`src/hw/rtl/wall_evidence_accumulator_top_macros.svh`:
```
// Assertion macros for the wall evidence accumulator.
`ifndef WALL_EVIDENCE_ACCUMULATOR_TOP_MACROS_SVH
`define WALL_EVIDENCE_ACCUMULATOR_TOP_MACROS_SVH

`ifndef SYNTHESIS
// Same-cycle implication, checked on every rising edge outside reset.
`define WEA_ASSERT_NOW(lbl, ante, cons) \
    lbl: assert property (@(posedge clk) disable iff (!rst_n) (ante) |-> (cons)) \
        else $error("wall evidence accumulator check failed");
// Next-cycle implication, checked on every rising edge outside reset.
`define WEA_ASSERT_NEXT(lbl, ante, cons) \
    lbl: assert property (@(posedge clk) disable iff (!rst_n) (ante) |=> (cons)) \
        else $error("wall evidence accumulator check failed");
`else
`define WEA_ASSERT_NOW(lbl, ante, cons)
`define WEA_ASSERT_NEXT(lbl, ante, cons)
`endif

`endif

```
`src/hw/rtl/wea_pkg.sv`:
```
// Shared types and constants for the wall evidence accumulator.
package wea_pkg;

    localparam int WEIGHT_WIDTH    = 16;
    localparam int CFG_INDEX_WIDTH = 3;

    typedef logic [WEIGHT_WIDTH-1:0] weight_t;

    typedef enum logic [CFG_INDEX_WIDTH-1:0] {
        CFG_HIT_WEIGHT        = 3'd0,
        CFG_MISS_WEIGHT       = 3'd1,
        CFG_DECAY_STEP        = 3'd2,
        CFG_TRANSITION_WEIGHT = 3'd3,
        CFG_COMMIT_THRESHOLD  = 3'd4
    } cfg_reg_t;

    localparam weight_t HIT_WEIGHT_RESET        = 16'd256;
    localparam weight_t MISS_WEIGHT_RESET       = 16'd256;
    localparam weight_t DECAY_STEP_RESET        = 16'd64;
    localparam weight_t TRANSITION_WEIGHT_RESET = 16'd512;
    localparam weight_t COMMIT_THRESHOLD_RESET  = 16'd512;

    typedef struct packed {
        logic front_valid;
        logic front_wall;
        logic front_left_wall;
        logic front_right_wall;
        logic left_window_valid;
        logic left_wall;
        logic left_transition;
        logic right_window_valid;
        logic right_wall;
        logic right_transition;
        logic last_sample;
    } sample_t;

    typedef struct packed {
        logic front_present;
        logic front_decided;
        logic front_left_majority;
        logic front_right_majority;
        logic left_present;
        logic left_decided;
        logic right_present;
        logic right_decided;
        logic left_edge_seen;
        logic right_edge_seen;
    } result_t;

endpackage

```
`src/hw/rtl/wall_evidence_accumulator_top.sv`:
```
// Wall evidence accumulator: per-beat score update, commit decision on the last beat.
// A last_sample input beat passes the input register, then the result register, which presents its result beat.
// Throughput: one input beat per cycle; only a last_sample beat can stall the input, and only
// while the result register still holds a result beat that has not been taken.
// Reset: asynchronous, active low; clears scores, counters, edge flags and valids, and
// loads the configuration registers with their default weights.
`include "wall_evidence_accumulator_top_macros.svh"

module wall_evidence_accumulator_top #(
    parameter int SCORE_WIDTH = 24,
    parameter int COUNT_WIDTH = 8
) (
    input  logic                                 clk,
    input  logic                                 rst_n,

    input  logic                                 cfg_valid,
    output logic                                 cfg_ready,
    input  logic [wea_pkg::CFG_INDEX_WIDTH-1:0]  cfg_index,
    input  logic [wea_pkg::WEIGHT_WIDTH-1:0]     cfg_data,

    input  logic                                 in_valid,
    output logic                                 in_stall,
    input  logic                                 front_valid,
    input  logic                                 front_wall,
    input  logic                                 front_left_wall,
    input  logic                                 front_right_wall,
    input  logic                                 left_window_valid,
    input  logic                                 left_wall,
    input  logic                                 left_transition,
    input  logic                                 right_window_valid,
    input  logic                                 right_wall,
    input  logic                                 right_transition,
    input  logic                                 last_sample,

    output logic                                 out_valid,
    input  logic                                 out_stall,
    output logic                                 front_present,
    output logic                                 front_decided,
    output logic                                 front_left_majority,
    output logic                                 front_right_majority,
    output logic                                 left_present,
    output logic                                 left_decided,
    output logic                                 right_present,
    output logic                                 right_decided,
    output logic                                 left_edge_seen,
    output logic                                 right_edge_seen
);

    localparam int EXT_WIDTH = SCORE_WIDTH + 2;

    typedef logic signed [SCORE_WIDTH-1:0] score_t;
    typedef logic signed [EXT_WIDTH-1:0]   ext_t;
    typedef logic [COUNT_WIDTH-1:0]        count_t;

    localparam ext_t SCORE_MAX_E = ext_t'({1'b0, {(SCORE_WIDTH-1){1'b1}}});
    localparam ext_t SCORE_MIN_E = -SCORE_MAX_E - ext_t'(1);

    function automatic score_t sat_score(input ext_t v);
        score_t r;
        if (v > SCORE_MAX_E) begin
            r = score_t'(SCORE_MAX_E);
        end
        else if (v < SCORE_MIN_E) begin
            r = score_t'(SCORE_MIN_E);
        end
        else begin
            r = score_t'(v);
        end
        return r;
    endfunction

    function automatic count_t count_up(input count_t c);
        count_t r;
        r = (c == {COUNT_WIDTH{1'b1}}) ? c : c + count_t'(1);
        return r;
    endfunction

    // Hit adds, miss subtracts, an invalid sample decays toward zero without crossing it.
    function automatic score_t evidence(input score_t s, input logic valid, input logic hit,
                                        input wea_pkg::weight_t hit_w,
                                        input wea_pkg::weight_t miss_w,
                                        input wea_pkg::weight_t decay);
        ext_t   se;
        ext_t   moved;
        score_t r;
        se = ext_t'(s);
        if (valid) begin
            if (hit) begin
                r = sat_score(se + ext_t'(hit_w));
            end
            else begin
                r = sat_score(se - ext_t'(miss_w));
            end
        end
        else if (se > ext_t'(0)) begin
            moved = se - ext_t'(decay);
            r = (moved > ext_t'(0)) ? score_t'(moved) : score_t'(0);
        end
        else begin
            moved = se + ext_t'(decay);
            r = (moved < ext_t'(0)) ? score_t'(moved) : score_t'(0);
        end
        return r;
    endfunction

    function automatic logic [1:0] decide(input score_t s, input wea_pkg::weight_t thr);
        ext_t se;
        ext_t te;
        logic present;
        logic decided;
        se = ext_t'(s);
        te = ext_t'(thr);
        present = (thr != '0) && (se >= te);
        decided = (thr != '0) && ((se >= te) || (se <= -te));
        return {present, decided};
    endfunction

    function automatic logic majority(input count_t votes, input count_t count);
        return (count != '0) && (votes > (count >> 1));
    endfunction

    // Configuration registers.
    wea_pkg::weight_t hit_weight_reg;
    wea_pkg::weight_t miss_weight_reg;
    wea_pkg::weight_t decay_step_reg;
    wea_pkg::weight_t transition_weight_reg;
    wea_pkg::weight_t commit_threshold_reg;

    assign cfg_ready = 1'b1;

    always_ff @(posedge clk or negedge rst_n)
    begin
        if (!rst_n)
        begin
            hit_weight_reg        <= wea_pkg::HIT_WEIGHT_RESET;
            miss_weight_reg       <= wea_pkg::MISS_WEIGHT_RESET;
            decay_step_reg        <= wea_pkg::DECAY_STEP_RESET;
            transition_weight_reg <= wea_pkg::TRANSITION_WEIGHT_RESET;
            commit_threshold_reg  <= wea_pkg::COMMIT_THRESHOLD_RESET;
        end
        else if (cfg_valid && cfg_ready)
        begin
            unique case (wea_pkg::cfg_reg_t'(cfg_index))
                wea_pkg::CFG_HIT_WEIGHT:        hit_weight_reg        <= cfg_data;
                wea_pkg::CFG_MISS_WEIGHT:       miss_weight_reg       <= cfg_data;
                wea_pkg::CFG_DECAY_STEP:        decay_step_reg        <= cfg_data;
                wea_pkg::CFG_TRANSITION_WEIGHT: transition_weight_reg <= cfg_data;
                wea_pkg::CFG_COMMIT_THRESHOLD:  commit_threshold_reg  <= cfg_data;
                default: ;
            endcase
        end
    end

    // Input register.
    logic             s1_valid_reg;
    wea_pkg::sample_t s1_reg;
    logic             s1_go;
    logic             out_free;

    assign out_free = !out_valid || !out_stall;
    assign s1_go    = s1_valid_reg && (!s1_reg.last_sample || out_free);
    assign in_stall = s1_valid_reg && !s1_go;

    always_ff @(posedge clk or negedge rst_n)
    begin
        if (!rst_n)
        begin
            s1_valid_reg <= 1'b0;
        end
        else if (!in_stall)
        begin
            s1_valid_reg <= in_valid;
        end
    end

    always_ff @(posedge clk)
    begin
        if (in_valid && !in_stall)
        begin
            s1_reg <= '{front_valid:        front_valid,
                        front_wall:         front_wall,
                        front_left_wall:    front_left_wall,
                        front_right_wall:   front_right_wall,
                        left_window_valid:  left_window_valid,
                        left_wall:          left_wall,
                        left_transition:    left_transition,
                        right_window_valid: right_window_valid,
                        right_wall:         right_wall,
                        right_transition:   right_transition,
                        last_sample:        last_sample};
        end
    end

    // Evidence state and its update.
    score_t front_score_reg, front_score_next;
    score_t left_score_reg,  left_score_next;
    score_t right_score_reg, right_score_next;
    count_t front_count_reg, front_count_next;
    count_t fl_votes_reg,    fl_votes_next;
    count_t fr_votes_reg,    fr_votes_next;
    logic   left_edge_reg,   left_edge_next;
    logic   right_edge_reg,  right_edge_next;
    score_t left_upd;
    score_t right_upd;
    logic [1:0] front_dec;
    logic [1:0] left_dec;
    logic [1:0] right_dec;
    wea_pkg::result_t result_next;

    always_comb
    begin
        front_count_next = front_count_reg;
        fl_votes_next    = fl_votes_reg;
        fr_votes_next    = fr_votes_reg;
        if (s1_reg.front_valid)
        begin
            front_count_next = count_up(front_count_reg);
            if (s1_reg.front_left_wall)
            begin
                fl_votes_next = count_up(fl_votes_reg);
            end
            if (s1_reg.front_right_wall)
            begin
                fr_votes_next = count_up(fr_votes_reg);
            end
        end

        front_score_next = evidence(front_score_reg, s1_reg.front_valid, s1_reg.front_wall,
                                    hit_weight_reg, miss_weight_reg, decay_step_reg);
        left_upd = evidence(left_score_reg, s1_reg.left_window_valid, s1_reg.left_wall,
                            hit_weight_reg, miss_weight_reg, decay_step_reg);
        right_upd = evidence(right_score_reg, s1_reg.right_window_valid, s1_reg.right_wall,
                             hit_weight_reg, miss_weight_reg, decay_step_reg);

        // A side transition adds a further miss impulse after the regular update.
        left_score_next = s1_reg.left_transition
            ? sat_score(ext_t'(left_upd) - ext_t'(transition_weight_reg)) : left_upd;
        right_score_next = s1_reg.right_transition
            ? sat_score(ext_t'(right_upd) - ext_t'(transition_weight_reg)) : right_upd;
        left_edge_next  = left_edge_reg  || s1_reg.left_transition;
        right_edge_next = right_edge_reg || s1_reg.right_transition;

        front_dec = decide(front_score_next, commit_threshold_reg);
        left_dec  = decide(left_score_next, commit_threshold_reg);
        right_dec = decide(right_score_next, commit_threshold_reg);

        result_next.front_present        = front_dec[1];
        result_next.front_decided        = front_dec[0];
        result_next.front_left_majority  = majority(fl_votes_next, front_count_next);
        result_next.front_right_majority = majority(fr_votes_next, front_count_next);
        result_next.left_present         = left_dec[1];
        result_next.left_decided         = left_dec[0];
        result_next.right_present        = right_dec[1];
        result_next.right_decided        = right_dec[0];
        result_next.left_edge_seen       = left_edge_next;
        result_next.right_edge_seen      = right_edge_next;
    end

    always_ff @(posedge clk or negedge rst_n)
    begin
        if (!rst_n)
        begin
            front_score_reg <= '0;
            left_score_reg  <= '0;
            right_score_reg <= '0;
            front_count_reg <= '0;
            fl_votes_reg    <= '0;
            fr_votes_reg    <= '0;
            left_edge_reg   <= 1'b0;
            right_edge_reg  <= 1'b0;
        end
        else if (s1_go)
        begin
            if (s1_reg.last_sample)
            begin
                // The burst ends here: its decisions go to the result register.
                front_score_reg <= '0;
                left_score_reg  <= '0;
                right_score_reg <= '0;
                front_count_reg <= '0;
                fl_votes_reg    <= '0;
                fr_votes_reg    <= '0;
                left_edge_reg   <= 1'b0;
                right_edge_reg  <= 1'b0;
            end
            else
            begin
                front_score_reg <= front_score_next;
                left_score_reg  <= left_score_next;
                right_score_reg <= right_score_next;
                front_count_reg <= front_count_next;
                fl_votes_reg    <= fl_votes_next;
                fr_votes_reg    <= fr_votes_next;
                left_edge_reg   <= left_edge_next;
                right_edge_reg  <= right_edge_next;
            end
        end
    end

    // Result register.
    logic             out_valid_reg;
    wea_pkg::result_t result_reg;

    always_ff @(posedge clk or negedge rst_n)
    begin
        if (!rst_n)
        begin
            out_valid_reg <= 1'b0;
        end
        else if (s1_go && s1_reg.last_sample)
        begin
            out_valid_reg <= 1'b1;
        end
        else if (!out_stall)
        begin
            out_valid_reg <= 1'b0;
        end
    end

    always_ff @(posedge clk)
    begin
        if (s1_go && s1_reg.last_sample)
        begin
            result_reg <= result_next;
        end
    end

    assign out_valid            = out_valid_reg;
    assign front_present        = result_reg.front_present;
    assign front_decided        = result_reg.front_decided;
    assign front_left_majority  = result_reg.front_left_majority;
    assign front_right_majority = result_reg.front_right_majority;
    assign left_present         = result_reg.left_present;
    assign left_decided         = result_reg.left_decided;
    assign right_present        = result_reg.right_present;
    assign right_decided        = result_reg.right_decided;
    assign left_edge_seen       = result_reg.left_edge_seen;
    assign right_edge_seen      = result_reg.right_edge_seen;

    logic present_ok;
    logic none_decided;
    logic state_cleared;
    logic votes_ok;
    logic last_go;

    assign present_ok    = (!result_reg.front_present || result_reg.front_decided)
                        && (!result_reg.left_present || result_reg.left_decided)
                        && (!result_reg.right_present || result_reg.right_decided);
    assign none_decided  = !result_reg.front_decided && !result_reg.left_decided
                        && !result_reg.right_decided;
    assign state_cleared = (front_score_reg == '0) && (left_score_reg == '0)
                        && (right_score_reg == '0) && (front_count_reg == '0)
                        && !left_edge_reg && !right_edge_reg;
    assign votes_ok      = (fl_votes_reg <= front_count_reg) && (fr_votes_reg <= front_count_reg);
    assign last_go       = s1_go && s1_reg.last_sample;

    // A committed wall is always a decided wall.
    `WEA_ASSERT_NOW(a_present_implies_decided, out_valid_reg, present_ok)
    // A zero threshold leaves every decision unknown.
    `WEA_ASSERT_NEXT(a_zero_threshold_unknown, last_go && (commit_threshold_reg == '0), none_decided)
    // The last beat of a burst leaves the evidence state cleared.
    `WEA_ASSERT_NEXT(a_clear_after_last, last_go, state_cleared)
    // Votes can never outnumber the valid front samples.
    `WEA_ASSERT_NOW(a_votes_bounded, 1'b1, votes_ok)

endmodule

```
`config.mk`:
```
export PLATFORM = sky130hd
export DESIGN_NAME = wall_evidence_accumulator_top
export DESIGN_NICKNAME = d
export VERILOG_FILES = /design/src/hw/rtl/wea_pkg.sv /design/src/hw/rtl/wall_evidence_accumulator_top.sv
export VERILOG_INCLUDE_DIRS = /design/src /design/src/hw/rtl
export SDC_FILE = /design/constraint.sdc
export NUM_CORES = 1
export LEC_CHECK = 0
export ABC_AREA = 1
export BUFFER_PORTS_ARGS = -buffer_cell sky130_fd_sc_hd__buf_2
export CAP_MARGIN = 20
export CORE_MARGIN = 3
export CORE_UTILIZATION = 30
export CTS_CLUSTER_SIZE = 28
export DETAILED_ROUTE_END_ITERATION = 8
export MAX_ROUTING_LAYER = met4
export PLACE_DENSITY_LB_ADDON = 0.3
export SLEW_MARGIN = 20
export SYNTH_ARGS = -nofsm -noshare
export SYNTH_HDL_FRONTEND = slang
export SYNTH_SLANG_ARGS = --single-unit
```
`constraint.sdc`:
```
create_clock -name clk -period 10.1 [get_ports clk]
set_input_delay 2.02 -clock clk [delete_from_list [all_inputs] [get_ports clk]]
set_output_delay 2.02 -clock clk [all_outputs]
set_load 0.03 [all_outputs]
```
# Word-level counts from Yosys, hierarchy flattened
# Cells that the tools add are included.
totals:
  output_inout_bits: 13
  ff_bits: 201
  in_bits: 35
  elab_cells: 178
op_classes:
  muxes: 51
  reduce_logical: 32
  magnitude_cmp: 33
  eq_ne: 8
  add_sub_neg: 18
ops:
  columns: ["cell", "count"]
  rows:
  - ["two-way mux 24 bit", 36]
  - ["> comparator 25 x 24 -> 1 bit (second input constant)", 8]
  - ["less-than comparator 25 x 24 -> 1 bit (second input constant)", 8]
  - ["subtractor 24 x 17 -> 25 bit", 8]
  - ["adder 24 x 17 -> 25 bit", 6]
  - ["two-way mux 8 bit", 11]
  - ["less-or-equal comparator 24 x 26 -> 1 bit", 3]
  - ["> comparator 25 x 1 -> 1 bit (second input constant)", 3]
  - ["less-than comparator 25 x 1 -> 1 bit (second input constant)", 3]
  - [">= comparator 24 x 17 -> 1 bit", 3]
  - ["> comparator 24 x 1 -> 1 bit (second input constant)", 3]
  - ["negation 16 -> 26 bit", 1]
  - ["adder 8 x 1 -> 8 bit (second input constant)", 3]
  - ["== test 8 bit (second input constant)", 3]
  - ["> comparator 8 x 7 -> 1 bit", 2]
  - ["nonzero test 16 bit", 1]
  - ["logical AND 1 bit", 12]
  - ["AND reduction 2 bit", 5]
  - ["nonzero test 8 bit", 1]
  - ["logical OR 1 bit", 7]
  - ["== test 3 x 2 -> 1 bit (second input constant)", 2]
  - ["zero test 1 bit", 5]
  - ["two-way mux 1 bit", 4]
  - ["== test 3 x 1 -> 1 bit (second input constant)", 1]
  - ["other kinds (3)", 3]

# Depth between registers and ports, before layout
# Gate-level depths: netlist (run 1).
depth:
  depth_word: 14
  depth_mapped: 63
  mapped_depth_nobuf: 61

# Worst setup path after synthesis (run 1)
# No wires, ideal clock.
synth_timing:
  path_type: "flip-flop to flip-flop"
  startpoint: "register decay_step_reg[1]"
  endpoint: "register result_reg, in the netlist right_decided, data pin"
  n_path_buf: 1
  required_ps: 9846
  setup_time_ps: 254
  arrival_ps: 7225
  stages_incl_launch_ff: 57
  path_slack_ps: 2621
  synth_period_minus_slack_ps: 7479
  path_cell_list: "dfrtp_1 -> inv_1 -> fa_1 -> nand3_1 -> nand3_2 -> nand2_1 -> nand2_1 -> nand2_2 -> nand2_2 -> nor2_1 -> nand2_1 -> nand2_1 -> nor2_1 -> nand2_1 -> nor2_2 -> nand2_2 -> nand2_4 -> nand2_2 -> [... 21 more ...] -> nand2_1 -> a21oi_1 -> ha_1 -> a21boi_0 -> o21ai_0 -> nand2_1 -> a21oi_1 -> nor2_1 -> o21a_1 -> o21a_1 -> o21ai_0 -> a2111oi_0 -> a211oi_1 -> nand2_1 -> nor2_1 -> nand2_1 -> nand2_1 -> nand2_1"
synth_rtl:
  columns: ["item", "line_no", "rtl"]
  rows:
  - ["start: declaration", "wall_evidence_accumulator_top.sv:125", "wea_pkg::weight_t decay_step_reg;"]
  - ["start signal: assignment", "wall_evidence_accumulator_top.sv:137", "decay_step_reg <= wea_pkg::DECAY_STEP_RESET;"]
  - ["start signal: assignment", "wall_evidence_accumulator_top.sv:146", "wea_pkg::CFG_DECAY_STEP: decay_step_reg <= cfg_data;"]
  - ["end signal: assignment", "wall_evidence_accumulator_top.sv:324", "result_reg <= result_next;"]
  - ["end: declaration", "wall_evidence_accumulator_top.sv:302", "wea_pkg::result_t result_reg;"]

==> results of run 1 <==
## worst min-delay path, stage by stage, from the launching register on
cell and delay (ns):
dfrtp_1 0.34, nand2_1 0.05, o21ai_0 0.06
## layout by cell type, fill, tap and decap left out, drive strengths merged, types with 93 or more instances in the layout
cell   netlist  final
nor2       395    395
buf         55     93
inv        649    654
nand2     1256   1256
ha         365    365
a21oi      368    368
nand3      234    234
dfrtp      175    175
xor2       196    196
o21ai      372    372
## final timing paths
check	slack, ns	cells past startpoint	to	startpoint
min in group asynchronous	1.47	1	fl_votes_reg[2]	rst_n
setup reg to reg	0.59	53	right_decided	decay_step_reg[15]
hold reg to reg	0.48	2	miss_weight_reg[14]	miss_weight_reg[14]
setup / recovery	0.59	53	right_decided	decay_step_reg[15]
max in group asynchronous	6.59	3	right_score_reg[17]	rst_n
hold / removal	0.48	2	miss_weight_reg[14]	miss_weight_reg[14]
## what timing repair did
action                     in CTS  in global routing
buffers inserted                0                  0
gates resized for setup         0                  5
setup endpoints to repair       0                  4
## per-layer routing
metal	wire length, um	vias to the layer above	part of all wire, %	global-route usage [%]
met5	0	-	0	-
met4	5440	0	4.0	8.54
met3	13000	227	9.5	4.92
met2	57900	1452	42	39.7
met1	60800	15100	44	36.3
li1	-	15400	-	-
## metrics by stage
stage / setup WS (ns) / cells / hold slack (ns)
final: 0.585 / 5949 / 0.484
after global routing: 0.0482 / 5948 / 0.510
after CTS: 0.452 / 5945 / 0.488
after detailed placement: 0.477 / 5895 / 0.472
after global placement: 0.557 / 5895 / 0.466
after floorplan: 2.62 / 4656 / 0.453
## cell families after synthesis
family | Yosys count | share of synthesized area, %
AND/OR/NAND/NOR | 2070 | 29.7
AO/OA/AOI/OAI | 981 | 18.8
adder cells (fa/ha/maj) | 379 | 16.4
flip-flops | 201 | 17.4
other | 1 | 0.0127
buffers and inverters | 788 | 10.5
XOR/XNOR | 236 | 7.01
## cell type report
type | instances | area (um^2)
fillers | 10800 | 65000
multi-input cells | 3667 | 21300
flip-flops and latches | 201 | 5140
inverters | 657 | 2470
well taps | 1276 | 1600
clock buffers | 32 | 714
repair buffers | 94 | 599
clock inverters | 18 | 186
diodes | 4 | 10.0
==> out/results.tsv, run 1 <==
stage	metric	value	unit
grt	number of global-route vias before repair	29700	
grt	GRT Util Overall	26.6	%
setup_path	crit-path max FO	23	
logic_synthesis	Synth top area share	15.5	%
setup_path	CP Capture Type	flip-flop	
sta	clock period minus worst slack	9.51	ns
logic_synthesis	Synth area leader	nand2_1	
placement	HPWL after DPL	114	mm
drt	antenna-violating nets left	0	
drt	drt drc	0	
die	Die X	319	um
sta	RSZ-0062 raised after global routing	false	
grt	pin count of the biggest net entering global routing	81	
die	Ports	48	
logic_synthesis	synthesis-stage register bit count	201	
layout	P&R area growth vs syn	8.50	%
setup_path	CP bufs+invs	6	
drt	via/cell ratio	5.41	
logic_synthesis	Mapped Area	29500	um^2
setup_path	CP startpoint kind	flip-flop	
sta	Setup TNS	0	ns
setup_path	Top Family by Delay on Critical Path	compound AO/OA/AOI/OAI gates	
clock_tree	CTS tree	done	
sta	Max Freq	105	MHz
clock_tree	clock buffer depth	3	
sta	Final Max Slew Viols	0	
clock_tree	clock sinks	201	
die	total core area	97000	um^2
clock_tree	hold_buf cts	0	
logic_synthesis	Syn Inst Count	4656	
sta	skew final	0.0240	ns
logic_synthesis	synthesized area per cell	6.33	um^2
logic_synthesis	synth top area cells	nand2_1, ha_1, dfrtp_1	
setup_path	required time of the critical path	10.44	ns
hold_path	worst hold path class	flip-flop to flip-flop	
die	Die Y	319	um
grt	gr ovfl total	0	
layout	fin util	33.0	%
die	FP Rows	114	
setup_path	Worst path max stage delay	0.64	ns
clock_tree	worst skew pair latency	0.60	ns
logic_synthesis	Post-synth top cells	nand2_1, inv_1, nor2_1	
grt	initial antenna violation count	7	
setup_path	Crit-path slowest cell	dfrtp_1	
sta	actual slew at the worst max-slew pin	1.14	ns
logic_synthesis	Synth cell types	71	
grt	global-route wire length before repair	198	mm
drt	First-pass DRT Iterations	5	
sta	Slew HR	24.2	%
die	initial core utilization	30.4	%
sta	Final setup viols	0	
logic_synthesis	ys flop type	dfrtp_1	
placement	PortBufs	46	
logic_synthesis	most frequent cell after synthesis	nand2_1	
placement	dpl cell area	31100	um^2
logic_synthesis	Post-synth EDFFs	21	
drt	Via Count	32200	
job	max-cap viol count	0	
logic_synthesis	post-synthesis sequential area ratio	17.4	%
sta	final period utilization	94.2	%
layout	Final Net Count	5062	
setup_path	WS Path Type	flip-flop to flip-flop	
placement	GP Congestion	1.05	
layout	design area	32000	um^2
setup_path	data arrival time of the critical path	9.86	ns
logic_synthesis	ys async rst share	89.6	%
clock_tree	CTS buffer count	27	
drt	1st-iter DRT viols	3602	
logic_synthesis	YS warnings	0	
status	status	finished, final reports clean	
drt	drt total wl	137	mm
layout	share of cells above drive strength 1	6.02	%
die	Die Footprint	102000	um^2
setup_path	Critical Path Most Common Cell	nand2_1	
sta	Fin. Hold Viols	0	
clock_tree	H-tree depth	1	
clock_tree	Worst-path clk slew	0.06	ns
drt	WL per Instance	23.1	um
clock_tree	CTS root buf	clkbuf_16	
logic_synthesis	syn_nets	5070	
Power of run 1 is left out: the tool's default activity adds up to more than one toggle a clock period on the data nets, which glitch-free logic cannot reach.
==> run 2, diff against run 1 <==
ABC_AREA = not set   (was 1)
CORE_MARGIN = not set   (was 3)
==> run 2 against run 1 <==
Against the previous run:
- clock skew shrank 0.0028 ns
- critical path type unchanged
- count of clock-buffer cells in the layout is 4 higher
- worst setup slack got worse by 0.18 ns
- highest routed layer unchanged
- cell area is 1.5% lower
- hold slack better by 0.024 ns
- via count down 7.6%
- non-clock buffer count increased by 98
==> out/results.tsv, run 2 <==
stage	metric	value	unit	change
status	status	finished, final reports clean		unchanged
setup_path	WS Path Type	flip-flop to flip-flop		unchanged
sta	actual slew at the worst max-slew pin	1.22	ns	was 1.14 ns
sta	Slew HR	18.1	%	was 24.2%
grt	pin count of the biggest net entering global routing	68		was 81
logic_synthesis	Mapped Area	28100	um^2	was 29,500 um^2
die	Ports	48		unchanged
logic_synthesis	post-synthesis adder-cell area fraction	17.2	%	was 16.4%
logic_synthesis	Synth area leader	ha_1		was nand2_1
logic_synthesis	ys async rst share	89.6	%	unchanged
die	Die Footprint	95000	um^2	was 102,000 um^2
die	initial core utilization	30.5	%	was 30.4%
logic_synthesis	post-synthesis compound-gate area fraction	31.6	%	was 18.8%
grt	number of global-route vias before repair	27100		was 29,700
layout	commonest cells after routing, fill and taps aside	ha_1, a21oi_1, o21ai_0		was nand2_1, inv_1, nor2_1
setup_path	crit-path max FO	12		was 23
grt	GRT Util Overall	27.7	%	was 26.6%
logic_synthesis	post-synthesis xor/xnor area fraction	7.04	%	was 7.01%
sta	Setup TNS	0	ns	unchanged
layout	commonest non-fill, non-tap cell in the layout	ha_1		was nand2_1
sta	RSZ-0062 raised after global routing	false		unchanged
die	Die X	308	um	was 319 um
layout	design area	31500	um^2	was 32,000 um^2
logic_synthesis	ys flop type	dfrtp_1		unchanged
sta	Max Freq	103	MHz	was 105 MHz
logic_synthesis	synthesis-stage register bit count	201		unchanged
placement	HPWL after DPL	105	mm	was 114 mm
logic_synthesis	Post-synth EDFFs	21		unchanged
clock_tree	CTS tree	done		unchanged
layout	Final Net Count	4083		was 5,062
setup_path	data arrival time of the critical path	10.14	ns	was 9.86 ns
layout	share of cells above drive strength 1	10.4	%	was 6.02%
drt	WL per Instance	26.6	um	was 23.1 um
layout	P&R area growth vs syn	12.1	%	was 8.50%
logic_synthesis	post-synthesis sequential area ratio	18.3	%	was 17.4%
sta	final period utilization	96.0	%	was 94.2%
logic_synthesis	Synth top area share	16.2	%	was 15.5%
logic_synthesis	largest family of logic cells by synthesized area	compound AO/OA/AOI/OAI gates		was simple AND/OR/NAND/NOR gates
placement	dpl cell area	30400	um^2	was 31,100 um^2
setup_path	CP bufs+invs	4		was 6
layout	Multi-input gate area	21700	um^2	was 21,300 um^2
sta	Final setup viols	0		unchanged
logic_synthesis	mux share of post-synthesis cell area	2.10	%	was 0%
clock_tree	clock buffer depth	3		unchanged
logic_synthesis	syn_nets	4024		was 5,070
logic_synthesis	Syn Inst Count	3610		was 4,656
drt	drt total wl	132	mm	was 137 mm
sta	Final Max Slew Viols	0		unchanged
drt	Via Count	29700		was 32,200
job	max-cap viol count	0		unchanged
grt	global-route wire length before repair	190	mm	was 198 mm
setup_path	Top Family by Delay on Critical Path	compound AO/OA/AOI/OAI gates		unchanged
die	Die Y	308	um	was 319 um
grt	gr ovfl total	0		unchanged
logic_synthesis	YS warnings	0		unchanged
clock_tree	Worst-path clk slew	0.06	ns	about the same
drt	First-pass DRT Iterations	6		was 5
sta	skew final	0.0211	ns	was 0.0240 ns
setup_path	Worst path max stage delay	0.60	ns	was 0.64 ns
die	total core area	92200	um^2	was 97,000 um^2
layout	number of fill cells	9907		was 10,800
logic_synthesis	synth top area cells	ha_1, dfrtp_1, a21oi_1		was nand2_1, ha_1, dfrtp_1
drt	1st-iter DRT viols	3619		was 3,602
grt	initial antenna violation count	2		was 7
logic_synthesis	Post-synth top cells	ha_1, a21oi_1, o21ai_0		was nand2_1, inv_1, nor2_1
setup_path	Crit-path slowest cell	ha_1		was dfrtp_1
clock_tree	H-tree depth	1		unchanged
logic_synthesis	most frequent cell after synthesis	ha_1		was nand2_1
drt	drt drc	0		unchanged
sta	clock period minus worst slack	9.70	ns	was 9.51 ns
hold_path	worst hold path class	flip-flop to flip-flop		unchanged
logic_synthesis	Synth cell types	107		was 71
die	FP Rows	111		was 114
logic_synthesis	synthesized area per cell	7.79	um^2	was 6.33 um^2
clock_tree	CTS buffer count	29		was 27
placement	PortBufs	46		unchanged
setup_path	CP startpoint kind	flip-flop		unchanged
layout	fin util	34.2	%	was 33.0%
clock_tree	CTS root buf	clkbuf_16		unchanged
layout	non-filler instance count after layout	4937		was 5,949
clock_tree	worst skew pair latency	0.62	ns	was 0.60 ns
setup_path	CP Capture Type	flip-flop		unchanged
placement	Post-Place Cells	4877		was 5,895
drt	via/cell ratio	6.02		was 5.41
sta	Fin. Hold Viols	0		unchanged
clock_tree	clock sinks	201		unchanged
setup_path	Critical Path Most Common Cell	o21a_1		was nand2_1
drt	antenna-violating nets left	0		unchanged
logic_synthesis	simple-gate share of the synthesized area	18.9	%	was 29.7%
placement	GP Congestion	1.05		about the same
setup_path	required time of the critical path	10.55	ns	was 10.44 ns
layout	register area	5150	um^2	was 5140 um^2
[run 2: changes by cell type after synthesis, moves of 41 or more]
| cell | change |
|---|---|
| nand2_1 | -947 |
| inv_1 | -434 |
| nand3_1 | -148 |
| xor2_1 | -126 |
| nor2_1 | -122 |
| xnor2_1 | +116 |
| a21o_1 | +101 |
| o21ai_0 | -66 |
| clkbuf_1 | +65 |
| a22o_1 | +64 |
| o21a_1 | +56 |
| nand2b_1 | +54 |
| nor2b_1 | +47 |
| mux2_2 | +41 |
[run 2: final cells by class]
class                           instances  area share (%)
Multi-Input combinational cell       3055            69.0
Sequential cell                       201            16.3
Tap cell                             1243            4.93
Timing Repair Buffer                  192            4.24
Clock buffer                           36            2.45
Inverter                              190            2.30
Clock inverter                         17           0.750
Antenna cell                            3          0.0238
[run 2: kinds of logic after synthesis]
logic type      Yosys count
compound gates         1334
simple gates           1061
fa+ha+maj               379
buf+inv                 354
xor+xnor                226
flops                   201
mux                      54
other cells               1
[run 2: worst paths after layout]
path                                      startpoint                   endpoint  slack [ns]  cells after the start
setup / recovery                  decay_step_reg[15]              right_decided        0.40                     42
hold / removal             transition_weight_reg[15]  transition_weight_reg[15]        0.51                      1
setup reg to reg                  decay_step_reg[15]              right_decided        0.40                     42
hold reg to reg            transition_weight_reg[15]  transition_weight_reg[15]        0.51                      1
max in group asynchronous                      rst_n         left_score_reg[17]        6.50                      3
min in group asynchronous                      rst_n        right_score_reg[22]        1.40                      1
[run 2: timing repair]
action                     in CTS  in global routing
setup endpoints to repair       0                  4
buffers inserted                0                  4
resized for setup               0                 20
hold buffers                    0                  0
[run 2: layer usage]
| metal | global-route usage [%] | wire (um) | share of wire, % | up-vias |
|---|---|---|---|---|
| li1 | - | - | - | 13600 |
| met1 | 39.4 | 60300 | 46 | 14500 |
| met2 | 39.7 | 54500 | 41 | 1434 |
| met3 | 3.53 | 11200 | 8.6 | 192 |
| met4 | 10.3 | 5530 | 4.2 | 0 |
| met5 | - | 0 | 0 | - |
[run 2: stage by stage]
| step | hold WS [ns] | worst slack, ns |
|---|---|---|
| after floorplan | 0.471 | 1.34 |
| after global placement | 0.487 | 0.576 |
| after detailed placement | 0.494 | 0.375 |
| after CTS | 0.507 | 0.292 |
| after global routing | 0.530 | 0.0227 |
| final | 0.508 | 0.403 |
Power of run 2 is left out for the same reason.
